<file path="config.mk">
export PLATFORM = sky130hd
export DESIGN_NAME = pse_ram
export DESIGN_NICKNAME = d
export VERILOG_FILES = /design/src/hw/rtl/pse_ram.sv
export SDC_FILE = /design/constraint.sdc
export NUM_CORES = 2
export LEC_CHECK = 0
export BUFFER_PORTS_ARGS = -buffer_cell sky130_fd_sc_hd__buf_2
export CAP_MARGIN = 5
export CORE_UTILIZATION = 45
export DETAILED_ROUTE_END_ITERATION = 8
export GPL_TIMING_DRIVEN = 1
export PLACE_DENSITY = 0.62
export SYNTH_ARGS = -nofsm -noshare
export SYNTH_HDL_FRONTEND = slang
export SYNTH_SLANG_ARGS = --single-unit
</file>
<file path="constraint.sdc">
create_clock -name clk -period 3.7 [get_ports clk]
set_clock_uncertainty 0.2 [all_clocks]
set_input_delay 0.185 -clock clk [delete_from_list [all_inputs] [get_ports clk]]
set_output_delay 0.185 -clock clk [all_outputs]
set_load 0.05 [all_outputs]
</file>
<file path="src/hw/rtl/pse_ram.sv">
module pse_ram #(
  parameter int WIDTH = 32,
  parameter int DEPTH = 64
) (
  input  logic                     clk,
  input  logic                     we,
  input  logic [$clog2(DEPTH)-1:0] waddr,
  input  logic [WIDTH-1:0]         wdata,
  input  logic [$clog2(DEPTH)-1:0] raddr,
  output logic [WIDTH-1:0]         rdata_r
);

  logic [WIDTH-1:0] mem [DEPTH];

  always_ff @(posedge clk) begin
    if (we) begin
      mem[waddr] <= wdata;
    end
    rdata_r <= mem[raddr];
  end

endmodule

</file>
Yosys cells after proc, flatten, opt, wreduce, memory -nomap -nowiden
Memory sizes are Yosys's and may differ from the RTL's. A register that Yosys moved wholly into a read port is not among the register bits.
Index checks and enable logic that the tools add are counted.

operators by class
  reduce and logical (&&, ||, !) cells = 0
  $mul = 0
  bitwise gates (word level) = 0
  muxes and demuxes = 2
  magnitude comparators = 0
  equal/unequal tests = 0
  add/subtract/negate cells = 0
  divide/modulo/power cells = 0
  shifts and indexed selects = 0

operators with widths
  cell               count
  1-bit two-way mux  2

word-level totals
  bits in writable memories = 2048
  output and inout port bits = 32
  bits in latches = 0
  bits of input ports = 46
  word-level logic and storage cells = 3
  memories = 1
  ROM bits = 0
  register bits after elaboration = 0

memories
  memory  words  bits a word  rd ports  clocked after memory_dff  write ports  line  text
  mem     64     32           1         1                         1            13    logic [WIDTH-1:0] mem [DEPTH];

Longest topological paths before layout
  depth after elaboration = 2
  mapped depth = 10
  mapped depth without buffers = 5

Worst setup path after synthesis
OpenSTA, ideal clock, no wires.

  path kind = input to register
  start = in waddr[3]
  end = mem mem[48][0] (enable)
  slack = 0.155 ns
  setup time = 0.461 ns
  required time = 3.039 ns
  arrival time = 2.884 ns
  stages on the path = 4
  path buffers = 1
  cell sequence = clkbuf_1 nor2b_1 nand4b_1 nor3_1

RTL lines
  element          line  text
  start, declared  7     input logic [$clog2(DEPTH)-1:0] waddr,
  end, declared    13

Straight into the memory's write port.

Worst setup path in the final report
  start = in we
  end = mem mem[49][27] (enable)

on the way
  word-level cells in the longest chain between the ends = 2

RTL lines
  element                                  line  text
  start, declared                          6     input logic we,
  1-bit two-way mux                        16    if (we) begin
  1-bit two-way mux (implied by the code)  17    mem[waddr] <= wdata;

Every way passes these cells.

==> metrics.txt <==
outcome=complete, no violations; Highest Signal Layer=met5; worst reg2reg startpoint=mem[30][9]; worst-margin pin slew=between 1000 and 1500 ps; Non-Filler Instances=6185; Critical Path Start Type=input port; Max Transition Viols Final=0; clock buffer depth=3; Rel. slew slack=13.3%; vias per std cell=just over 6; maximum vdd ir drop=0.000605 V; drc violations=0; final instance area=approximately 90000 sq um; CP max stage cell=dlygate4sd3_1; Data arrival, critical path=between 3000 and 4000 ps; most common cell after layout, fill and taps aside=edfxtp_1; Worst Setup End Kind=flip-flop; Peak Freq=between 0.3 and 0.4 GHz; main flop type after synthesis=edfxtp_1; Top Ports=78; GRT Total Usage=a little under a quarter; clk slew on worst S/H paths=60 ps; Synthesized Nets=3370; core area=approximately 170000 sq um; Max Cap Viol=0; Total Nets Final=3742; share of layout cells above drive strength 1=between 30% and 40%; Routed Antenna Nets=0; synthesized flop and latch total=about 2.1k; Pleak=between 20 and 30 nW; commonest non-fill, non-tap cells in the layout=2048 x edfxtp_1, 544 x mux4_2, 206 x clkbuf_16; met1 WL=a little over 80000 microns; HP Start=raddr[2]; Hold/Removal Path Class=in -> reg; Hold Fails Final Rpt=0; Chip Height=420 microns; DIE AREA=176000 sq um; Yosys top cell area share=78.3%; Iter 0 DRT Violations=about 4.7k; hpwl dp=roughly 120000 microns; Cell Chain, Critical Path=dlygate4sd3_1 -> buf_2 -> nor2b_1 -> nand4_1 -> dlygate4sd3_1 -> buf_4 -> nor3_2 -> dlygate4sd3_1 -> buf_12; Die W=between 400 and 500 microns; met2 WL=around 97000 microns; first-pass GRT wire length=roughly 290000 microns; largest stage delay on the critical path=around 800 ps; clock tree sinks=2080; # resized after CTS=0; post-synth top area cell=edfxtp_1; crit path kind=in -> reg; async set-reset flop share out of synthesis=0%; initial core utilization=45.5%; Clk Latency, worst-skew pair=870 ps; Port Buffer Count=77; DR WL/cell=~33 microns; via count=37.7k; power per cell area=around 540 nW/um^2; top post-synthesis cells by area=edfxtp_1 78%, mux4_2 16%, mux2i_1 1.2%, dfxtp_1 0.82%, o22ai_1 0.67%; final critical-path required period=~3000 ps; root buf cell=clkbuf_16; Crit. Startpoint=we; routed wire length on met3=19200 microns; syn_area_per_cell=23.6 sq um; CTS H-tree lvls=4; Worst EP required=about 4000 ps; initial antenna violation count=20; Cells after Synth=3324; largest net degree at the start of global routing=65; area grow syn2layout=15.9%; mapped cell area=78500 sq um; Distinct cells, synth=34; Routed WL=207000 microns; sequential-to-total area share from yosys stat=79.1%; unrepaired setup endpoints after global routing=false; TritonCTS Buffers=between 200 and 250; number of synthesized flops with an enable pin=2048; gr ovfl total=0; Ys Warns=0; vias in the first global route=around 38k; final period utilization=between 80% and 90%; Final setup viols=0; Post-Place Cell Area=~84000 sq um; Pre-antenna DRT Iters=5; Final GP Congestion=roughly 0.85; WHS=roughly 110 ps; worst-path fanout max=28; CTS tree=done; DP Cell Count=approximately 5.8k; Std-Cell Rows=roughly 150; most frequent cell on the critical path=dlygate4sd3_1
-- cells in the mapped netlist (all sizes together), types with 3 or more instances --
master and number:
o32ai 4, or3 3, nor3 7, buf 108
mux4 544, a21oi 62, nor2b 15, nand2 26
a41o 4, o221ai 27, clkbuf 74, dfxtp 32
nand2b 8, nand3 5, or3b 5, o22ai 84
and3 4, edfxtp 2048, a22oi 12, or2 3
a311oi 8, nor2 137, mux2i 93, nand3b 5
-- registers in the layout (all words and copies together), names as in the netlist --
name and count:
mem 2048, rdata_r 32
-- repair_timing --
item / 4_1_cts / 5_1_grt
endpoints found under the setup margin: 0 / 0
setup buffers: 0 / 0
hold endpoints to repair: 1622 / 0
hold buffers: 47 / 0
-- layer usage --
layer  vias up  GRT usage, %
li1      15050             -
met4         8          9.50
met2      1856          36.5
met3       346          5.63
met1     20459          33.4
met5         -             0
-- cell families (layout without fill, tap and decap cells) --
kind of cell	Yosys count	in the layout	share of synthesized area [%]
flops	2080	2080	79.1
mux	637	637	16.8
simple gates	223	223	1.27
compound gates	202	202	1.67
buf+inv	182	723	1.13
other cells	0	10	0
-- worst max-delay path: cells and delay by family --
| kind | cells | cell delay (ps) |
|---|---|---|
| simple gates | 3 | 440 |
| buf+inv | 6 | 2620 |
-- path summary, 6_finish.rpt --
kind / to / slack [ps] / cells after the start
max reg2reg: rdata_r[9] / 850 / 4
min reg2reg: rdata_r[8] / 580 / 4
max: mem[49][27] / 720 / 9
min: rdata_r[8] / 110 / 6
-- final cells by class --
| type | instances | area, sq um |
|---|---|---|
| diodes | 10 | 25.0 |
| clock buffers | 261 | 5420 |
| multi-input cells | 1062 | 16000 |
| repair buffers | 349 | 3380 |
| flip-flops and latches | 2080 | 62100 |
| clock inverters | 113 | 1160 |
| well taps | 2310 | 2890 |
| fillers | 13048 | 81500 |
-- where the power goes --
group,leakage [nW],internal [mW],switching [mW]
Clock,3.20,11.5,8.94
Sequential,18.7,26.1,0.124
Combinational,6.53,0.990,1.77
Total,28.4,38.5,10.8
-- stage by stage --
step	setup TNS (ps)	utilization [%]	power, mW	worst slack (ps)
final	0	52.7	49.4	719
after global routing	0	52.7	50.6	678
after CTS	0	52.7	49.7	824
after detailed placement	0	48.6	29.5	0.528
after global placement	-2.20	48.6	29.4	-2.20
after floorplan	0	-	28.1	155
(Power assumes the default switching activity.)
