==> src/hw/rtl/pse_pkg.sv <==
package pse_pkg;

  localparam int STACK_DEPTH = 64;
  localparam int ADDR_W      = $clog2(STACK_DEPTH);
  localparam int CNT_W       = $clog2(STACK_DEPTH + 1);
  localparam int DATA_W      = 32;

  // operator codes
  localparam logic [2:0] OP_ADD = 3'd0;
  localparam logic [2:0] OP_SUB = 3'd1;
  localparam logic [2:0] OP_MUL = 3'd2;
  localparam logic [2:0] OP_DIV = 3'd3;
  localparam logic [2:0] OP_POW = 3'd4;

  // token kinds
  localparam logic ACT_NUMBER   = 1'b0;
  localparam logic ACT_OPERATOR = 1'b1;

  // result status codes
  localparam logic [2:0] ST_BUSY         = 3'd0;
  localparam logic [2:0] ST_OK           = 3'd1;
  localparam logic [2:0] ST_UNDERFLOW    = 3'd2;
  localparam logic [2:0] ST_DIVZERO      = 3'd3;
  localparam logic [2:0] ST_OVERFLOW     = 3'd4;
  localparam logic [2:0] ST_LEFTOVER     = 3'd5;
  localparam logic [2:0] ST_ZERO_NEG_POW = 3'd6;

  typedef struct packed {
    logic              start;
    logic [2:0]        op;
    logic [DATA_W-1:0] a;   // second operand
    logic [DATA_W-1:0] b;   // first operand (old top)
  } alu_req_t;

  typedef struct packed {
    logic              done;
    logic [DATA_W-1:0] res;
  } alu_rsp_t;

endpackage

==> src/hw/rtl/pse_alu.sv <==
module pse_alu (
  input  logic               clk,
  input  logic               rst_n,
  input  pse_pkg::alu_req_t  req,
  output pse_pkg::alu_rsp_t  rsp
);

  typedef enum logic [4:0] {
    A_IDLE = 5'b00001,
    A_MUL  = 5'b00010,
    A_DIV  = 5'b00100,
    A_FIX  = 5'b01000,
    A_POW  = 5'b10000
  } alu_state_t;

  alu_state_t state_r, state_nxt;
  logic        done_r, done_nxt;
  logic [31:0] res_r, res_nxt;
  logic [31:0] a_r, a_nxt, b_r, b_nxt;
  logic [31:0] rem_r, rem_nxt, quo_r, quo_nxt, den_r, den_nxt;
  logic [4:0]  cnt_r, cnt_nxt;
  logic        neg_r, neg_nxt;
  logic [32:0] rem_sh;
  logic [32:0] rem_sub;
  logic [63:0] prod_ab, prod_acc, prod_sq;

  assign rem_sh   = {rem_r, quo_r[31]};
  assign rem_sub  = rem_sh - {1'b0, den_r};
  assign prod_ab  = a_r * b_r;       // a_r: multiplicand or accumulator
  assign prod_acc = a_r * res_r;     // res_r holds the running square
  assign prod_sq  = res_r * res_r;

  always_comb begin
    state_nxt = state_r;
    done_nxt  = 1'b0;
    res_nxt   = res_r;
    a_nxt     = a_r;
    b_nxt     = b_r;
    rem_nxt   = rem_r;
    quo_nxt   = quo_r;
    den_nxt   = den_r;
    cnt_nxt   = cnt_r;
    neg_nxt   = neg_r;
    unique case (state_r)
      A_IDLE: begin
        if (req.start) begin
          a_nxt = req.a;
          b_nxt = req.b;
          unique case (req.op)
            pse_pkg::OP_ADD: begin
              res_nxt  = req.a + req.b;
              done_nxt = 1'b1;
            end
            pse_pkg::OP_SUB: begin
              res_nxt  = req.a - req.b;
              done_nxt = 1'b1;
            end
            pse_pkg::OP_MUL: state_nxt = A_MUL;
            pse_pkg::OP_DIV: begin
              rem_nxt   = '0;
              quo_nxt   = req.a[31] ? (~req.a + 32'd1) : req.a;
              den_nxt   = req.b[31] ? (~req.b + 32'd1) : req.b;
              neg_nxt   = req.a[31] ^ req.b[31];
              cnt_nxt   = 5'd31;
              state_nxt = A_DIV;
            end
            default: begin
              if (req.b[31]) begin
                // negative exponent: only bases one and minus one survive
                if (req.a == 32'd1) begin
                  res_nxt = 32'd1;
                end else if (req.a == 32'hFFFF_FFFF) begin
                  res_nxt = req.b[0] ? 32'hFFFF_FFFF : 32'd1;
                end else begin
                  res_nxt = '0;
                end
                done_nxt = 1'b1;
              end else begin
                // a_r = accumulator, res_r = square, b_r = exponent
                a_nxt     = 32'd1;
                res_nxt   = req.a;
                state_nxt = A_POW;
              end
            end
          endcase
        end
      end
      A_MUL: begin
        res_nxt   = prod_ab[31:0];
        done_nxt  = 1'b1;
        state_nxt = A_IDLE;
      end
      A_DIV: begin
        if (!rem_sub[32]) begin
          rem_nxt = rem_sub[31:0];
          quo_nxt = {quo_r[30:0], 1'b1};
        end else begin
          rem_nxt = rem_sh[31:0];
          quo_nxt = {quo_r[30:0], 1'b0};
        end
        cnt_nxt = cnt_r - 5'd1;
        if (cnt_r == 5'd0) begin
          state_nxt = A_FIX;
        end
      end
      A_FIX: begin
        // floor: differing signs with a remainder round one further down
        if (neg_r) begin
          res_nxt = (rem_r != '0) ? ~quo_r : (~quo_r + 32'd1);
        end else begin
          res_nxt = quo_r;
        end
        done_nxt  = 1'b1;
        state_nxt = A_IDLE;
      end
      A_POW: begin
        if (b_r == '0) begin
          res_nxt   = a_r;
          done_nxt  = 1'b1;
          state_nxt = A_IDLE;
        end else begin
          if (b_r[0]) begin
            a_nxt = prod_acc[31:0];
          end
          res_nxt = prod_sq[31:0];
          b_nxt   = {1'b0, b_r[31:1]};
        end
      end
      default: state_nxt = A_IDLE;
    endcase
  end

  always_ff @(posedge clk) begin
    if (!rst_n) begin
      state_r <= A_IDLE;
      done_r  <= 1'b0;
    end else begin
      state_r <= state_nxt;
      done_r  <= done_nxt;
    end
    res_r <= res_nxt;
    a_r   <= a_nxt;
    b_r   <= b_nxt;
    rem_r <= rem_nxt;
    quo_r <= quo_nxt;
    den_r <= den_nxt;
    cnt_r <= cnt_nxt;
    neg_r <= neg_nxt;
  end

  assign rsp.done = done_r;
  assign rsp.res  = res_r;

`ifndef SYNTHESIS
  a_done_pulse: assert property (@(posedge clk) disable iff (!rst_n)
    done_r |=> !done_r)
    else $error("alu done held longer than one cycle");
  a_start_idle: assert property (@(posedge clk) disable iff (!rst_n)
    req.start |-> state_r == A_IDLE)
    else $error("alu started while busy");
`endif

endmodule

==> config.mk <==
export PLATFORM = sky130hd
export DESIGN_NAME = pse_alu
export DESIGN_NICKNAME = d
export VERILOG_FILES = /design/src/hw/rtl/pse_pkg.sv /design/src/hw/rtl/pse_alu.sv
export SDC_FILE = /design/constraint.sdc
export NUM_CORES = 2
export LEC_CHECK = 0
export BUFFER_PORTS_ARGS = -buffer_cell sky130_fd_sc_hd__buf_2
export CAP_MARGIN = 10
export CORE_AREA = 2 2 308 310
export DETAILED_ROUTE_END_ITERATION = 10
export DIE_AREA = 0 0 310 312
export PLACE_DENSITY = 0.81
export SLEW_MARGIN = 20
export SYNTH_ARGS = -nofsm -noshare
export SYNTH_HDL_FRONTEND = slang
export SYNTH_SLANG_ARGS = --single-unit
==> constraint.sdc <==
create_clock -name clk -period 10.9 [get_ports clk]
set_input_delay 2.18 -clock clk [delete_from_list [all_inputs] [get_ports clk]]
set_output_delay 2.18 -clock clk [all_outputs]
set_load 0.02 [all_outputs]
* After elaboration in Yosys (flattened, before gate mapping) *
Cells that the tools add are included.

word-level totals
  register bits = 204
  input bits = 70
  output and inout port bits = 33
  logic and storage cells = 104

cells by class
  $add $sub $neg = 7
  multipliers = 3
  eq/ne operators = 19
  muxes and demuxes = 43
  bitwise operators = 4
  reductions and logical operators = 17

operators with widths
  operator                                               count
  two-way mux 32 bit                                     21
  one-hot mux 32 bit (2 select lines)                    4
  one-hot mux 32 bit (4 select lines)                    1
  adder 32 x 1 -> 32 bit (second input constant)         3
  multiplier 32 x 32 -> 32 bit                           3
  inverter 32 bit                                        3
  one-hot mux 32 bit (3 select lines)                    1
  subtractor 33 x 32 -> 33 bit                           1
  adder 32 bit                                           1
  equality test 32 x 1 -> 1 bit (second input constant)  1
  equality test 32 bit (second input constant)           1
  zero test 32 bit                                       1
  nonzero test 32 bit                                    1
  subtractor 32 bit                                      1
  two-way mux 31 bit                                     1
  two-way mux 5 bit                                      6
  one-hot mux 5 bit (3 select lines)                     2
  != test 2 bit (second input constant)                  7
  AND reduction 3 bit                                    4
  one-hot mux 5 bit (2 select lines)                     1
  equality test 3 x 2 -> 1 bit (second input constant)   2
  OR reduction 2 bit                                     3
  equality test 5 x 1 -> 1 bit (second input constant)   1
  equality test 5 x 2 -> 1 bit (second input constant)   1
  other kinds (18)                                       22

* Depth between registers and ports, before layout *
  depth after elaboration = 7
  gate-level depth with buffers = 30
  depth with buffers taken out = 27

* Worst setup path after synthesis *
OpenSTA, ideal clock, no wires.

  path type = input-to-reg
  from = input req[65] (netlist bit)
  to = register cnt_r[0] (enable)
  setup time = 0.591 ns
  arrival = 7.308 ns
  data required time = 10.309 ns
  slack = 3.001 ns
  stages = 3
  buffers on the path = 0
  path through = nor2b_1 > nand2_1 > o21ai_0

on the way
  longest elaborated chain between the ends = 3

ends and longest elaborated chain
  element                           RTL line        RTL
  from (decl)                       pse_alu.sv:4    input pse_pkg::alu_req_t req,
  equality test 3 x 2 -> 1 bit      pse_alu.sv:49   unique case (req.op)
  != test 2 x 1 -> 1 bit (no line)  -
  AND reduction 3 bit (no line)     -
  to (signal assigned)              pse_alu.sv:147  cnt_r <= cnt_nxt;
  to (decl)                         pse_alu.sv:21   logic [4:0] cnt_r, cnt_nxt;

Every way passes these cells.
A chain may end at the register's enable or synchronous reset.

* Worst setup path in the final report *
  from = register res_r[6]
  to = register res_r[29], data pin

on the way
  longest elaborated chain between the ends = 3

ends and longest elaborated chain
  element                              RTL line        RTL
  from (decl)                          pse_alu.sv:18   logic [31:0] res_r, res_nxt;
  from (signal assigned)               pse_alu.sv:141  res_r <= res_nxt;
  multiplier 32 x 32 -> 32 bit         pse_alu.sv:31   assign prod_sq = res_r * res_r;
  two-way mux 32 bit                   pse_alu.sv:117  if (b_r == '0) begin
  one-hot mux 32 bit (4 select lines)  pse_alu.sv:44   unique case (state_r)
  via res_nxt[29]                      pse_alu.sv:18

The timed path passes the listed nets, and every way through them passes these cells.

==> impl_results.md <==
* Die ar. at roughly 0.097 mm²
* Synth cell types at 88
* Area Growth Syn to Fin at 4.15%
* CP endpoint kind: register
* CP Class: reg2reg
* IO buf count at 102
* Final net count at around 8.4k
* Hold_buf cts at 0
* Clk sinks at roughly 200
* Clk pin slew, worst setup/hold paths at 0.07 ns
* Max clock buf depth at 3
* Total gr overflow at 0
* Largest net degree at the start of global routing at 65
* Status: complete, no violations
* Routing usage on met1 at 50.6%
* Share of cells above drive strength 1 at 4.48%
* Met3 Use GR at 8.71%
* Initial core utilization at about two thirds
* GPL Wtd Cong at 1.01
* Setup tns final at 0 ns
* Drt pass-1 iters at 8
* Most frequent CP cell: fa_1
* Clk_lat worst skew at 0.59 ns
* Worst Setup Start Kind: register
* Predominant post-synthesis flop cell: edfxtp_1
* Setup Fix Bufs, Post-CTS at 0
* Yosys reg bits at 204
* Vias in the first global route at 51.7k
* Via density at 6.06
* Row count at 112
* Via count at 48.4k
* Most common cell in the netlist: inv_1
* CTS resizes at 0
* DIE HEIGHT at 312 µm
* Endpoints failing setup at 0
* Area leader, netlist: fa_1
* Slew HR at 19.1%
* Initial antenna violation count at 26
* Finished Layout Cells at 7985
* RSZ-0062 raised after global routing: false
* Cell total after placement at 7923
* Critical path's top delay family: adder cells
* CP required at 11.29 ns
* Clock root cell: clkbuf_16
* Post-Synthesis Cells at 6835
* Syn Std Cell Area at 0.0602 mm²
* Syn Nets at 8535
* Max-cap violations at 0
* Worst path slowest cell: edfxtp_1
* Synth async-reset ratio at 0%
* Ranking of synthesized cells by area: fa_1 39%, edfxtp_1 9.9%, ha_1 9.3%
* Clk_skew at 0.0371 ns
* Area of the multi-input gates at 0.0473 mm²
* Total Routing Usage GR at between 30% and 40%
* WL/cell at 22.9 µm
* Worst path buffer plus inverter count at 6
* Top-area cell type share of the netlist area at 39.3%
* Seq/Total Area, Yosys at around 10%
* Number of synthesized flops with an enable pin at 198
* # DRC at 0
* WHS at 0.559 ns
* I/O pin count at a little over 100
* Commonest cells post-synth: 1450 x inv_1, 1182 x fa_1, 1078 x nand2_1
* Met2 usage at between 60% and 70%
* Warnings from Yosys at 0
* Critical Path Fanout Max at 27
* First DRT Iteration DRCs at 4895
* Global route hottest layer: met2
* Post-DRT Antenna Nets at 0
* Final Hold Vio Count at 0
* Slew @ Worst Pin at 1.20 ns
* Max-slew violation count at 0
* Post-Syn Area per Cell at between 8 and 9 µm²
* H-tree Lvls at 1
* Worst Hold Class: reg2reg
* First-pass GRT wire length at between 200000 and 300000 µm
* CTS Buf Count at 26
* Post-layout min period at 9.04 ns
* Total Wirelength at 183000 µm
* Die width at 310 µm
* CTS tree: yes
* Highest Clock Rate at between 100 and 150 MHz
* DP Wirelength at 140000 µm
* Worst EP arrival at 9.42 ns
* Period utilization at between 80% and 90%
* Core region area at 0.0930 mm²
* Register area at 0.00607 mm²
* Filler instances at about 7.3k
* Crit path largest cell delay at 1.04 ns
-- worst paths after layout --
kind,startpoint,end,slack [ns],cells after the start
worst max-delay path,res_r[6],res_r[29],1.86,26
worst min-delay path,cnt_r[4],cnt_r[4],0.56,2
worst max register to register,res_r[6],res_r[29],1.86,26
worst min register to register,cnt_r[4],cnt_r[4],0.56,2
-- flip-flops by register name (all words and copies together), names as in the netlist --
name,flops
a_r,32
neg_r,1
quo_r,32
b_r,32
done_r,1
state_r,5
den_r,32
res_r,32
cnt_r,5
rem_r,32
-- stage by stage --
| step | setup slack (ns) | instance area (µm²) | util [%] |
|---|---|---|---|
| detailed placement | 2.09 | 61800 | 66.4 |
| floorplan | 3.00 | 60200 | - |
| finish | 1.86 | 62700 | 67.4 |
| global route | 1.64 | 62700 | 67.4 |
| global placement | 2.30 | 61800 | 66.4 |
| CTS | 2.02 | 62700 | 67.4 |
-- layout by cell type (no fill, tap or decap), types with 35 or more instances in the layout --
master	netlist	layout
inv_1	1450	1450
fa_1	1182	1182
nand2_1	1078	1078
and2_1	496	496
ha_1	448	448
xnor2_1	240	240
edfxtp_1	198	198
o21ai_0	197	195
a21oi_1	183	183
xor2_1	151	151
nor2_1	118	115
buf_4	1	107
buf_2	0	102
nand3_1	84	83
a21o_1	77	77
nor4_1	35	35
o31ai_1	35	35
-- layer usage --
metal  up-vias  part of all wire, %
met5         -                0.070
met4        22                  7.0
met3       787                   11
met2      2974                   46
met1     24005                   36
li1      20624                    -
-- cells by family after synthesis --
| group | synth area share [%] |
|---|---|
| and+or+nand+nor | 15.8 |
| buffers and inverters | 11.4 |
| adders and majority gates | 48.6 |
| AOI/OAI and AO/OA | 8.07 |
| xor gates and xnor gates | 5.72 |
| DFF | 10.1 |
| muxes | 0.251 |
-- cell type report --
| type | count | area share, % |
|---|---|---|
| clock buffer | 28 | 1.05 |
| timing repair buffer | 216 | 2.31 |
| tap | 1254 | 2.50 |
| sequential | 204 | 9.67 |
| inverter | 1450 | 8.68 |
| multi-input combinational | 4799 | 75.4 |
| clock inverter | 19 | 0.301 |
| antenna | 15 | 0.0599 |
-- worst reg2reg max path, cell delays in order, from the launching register on --
cell and delay [ns]:
edfxtp_1 1.04, buf_4 0.49, nand2_1 0.15, fa_1 0.61
inv_1 0.08, fa_1 0.49, fa_1 0.54, inv_1 0.06
fa_1 0.48, inv_1 0.05, fa_1 0.50, inv_1 0.06
fa_1 0.54, inv_1 0.05, fa_1 0.50, fa_1 0.42
ha_1 0.39, a21o_1 0.19, a21oi_1 0.15, o21bai_1 0.10
nor2b_1 0.13, nor4_1 0.91, o21ai_0 0.23, nand2_1 0.14
mux2i_1 0.25, a221oi_2 0.10, a221oi_1 0.22
Power is not shown: default switching activity piles up to over one toggle a cycle in this logic, so the estimate is an artifact.
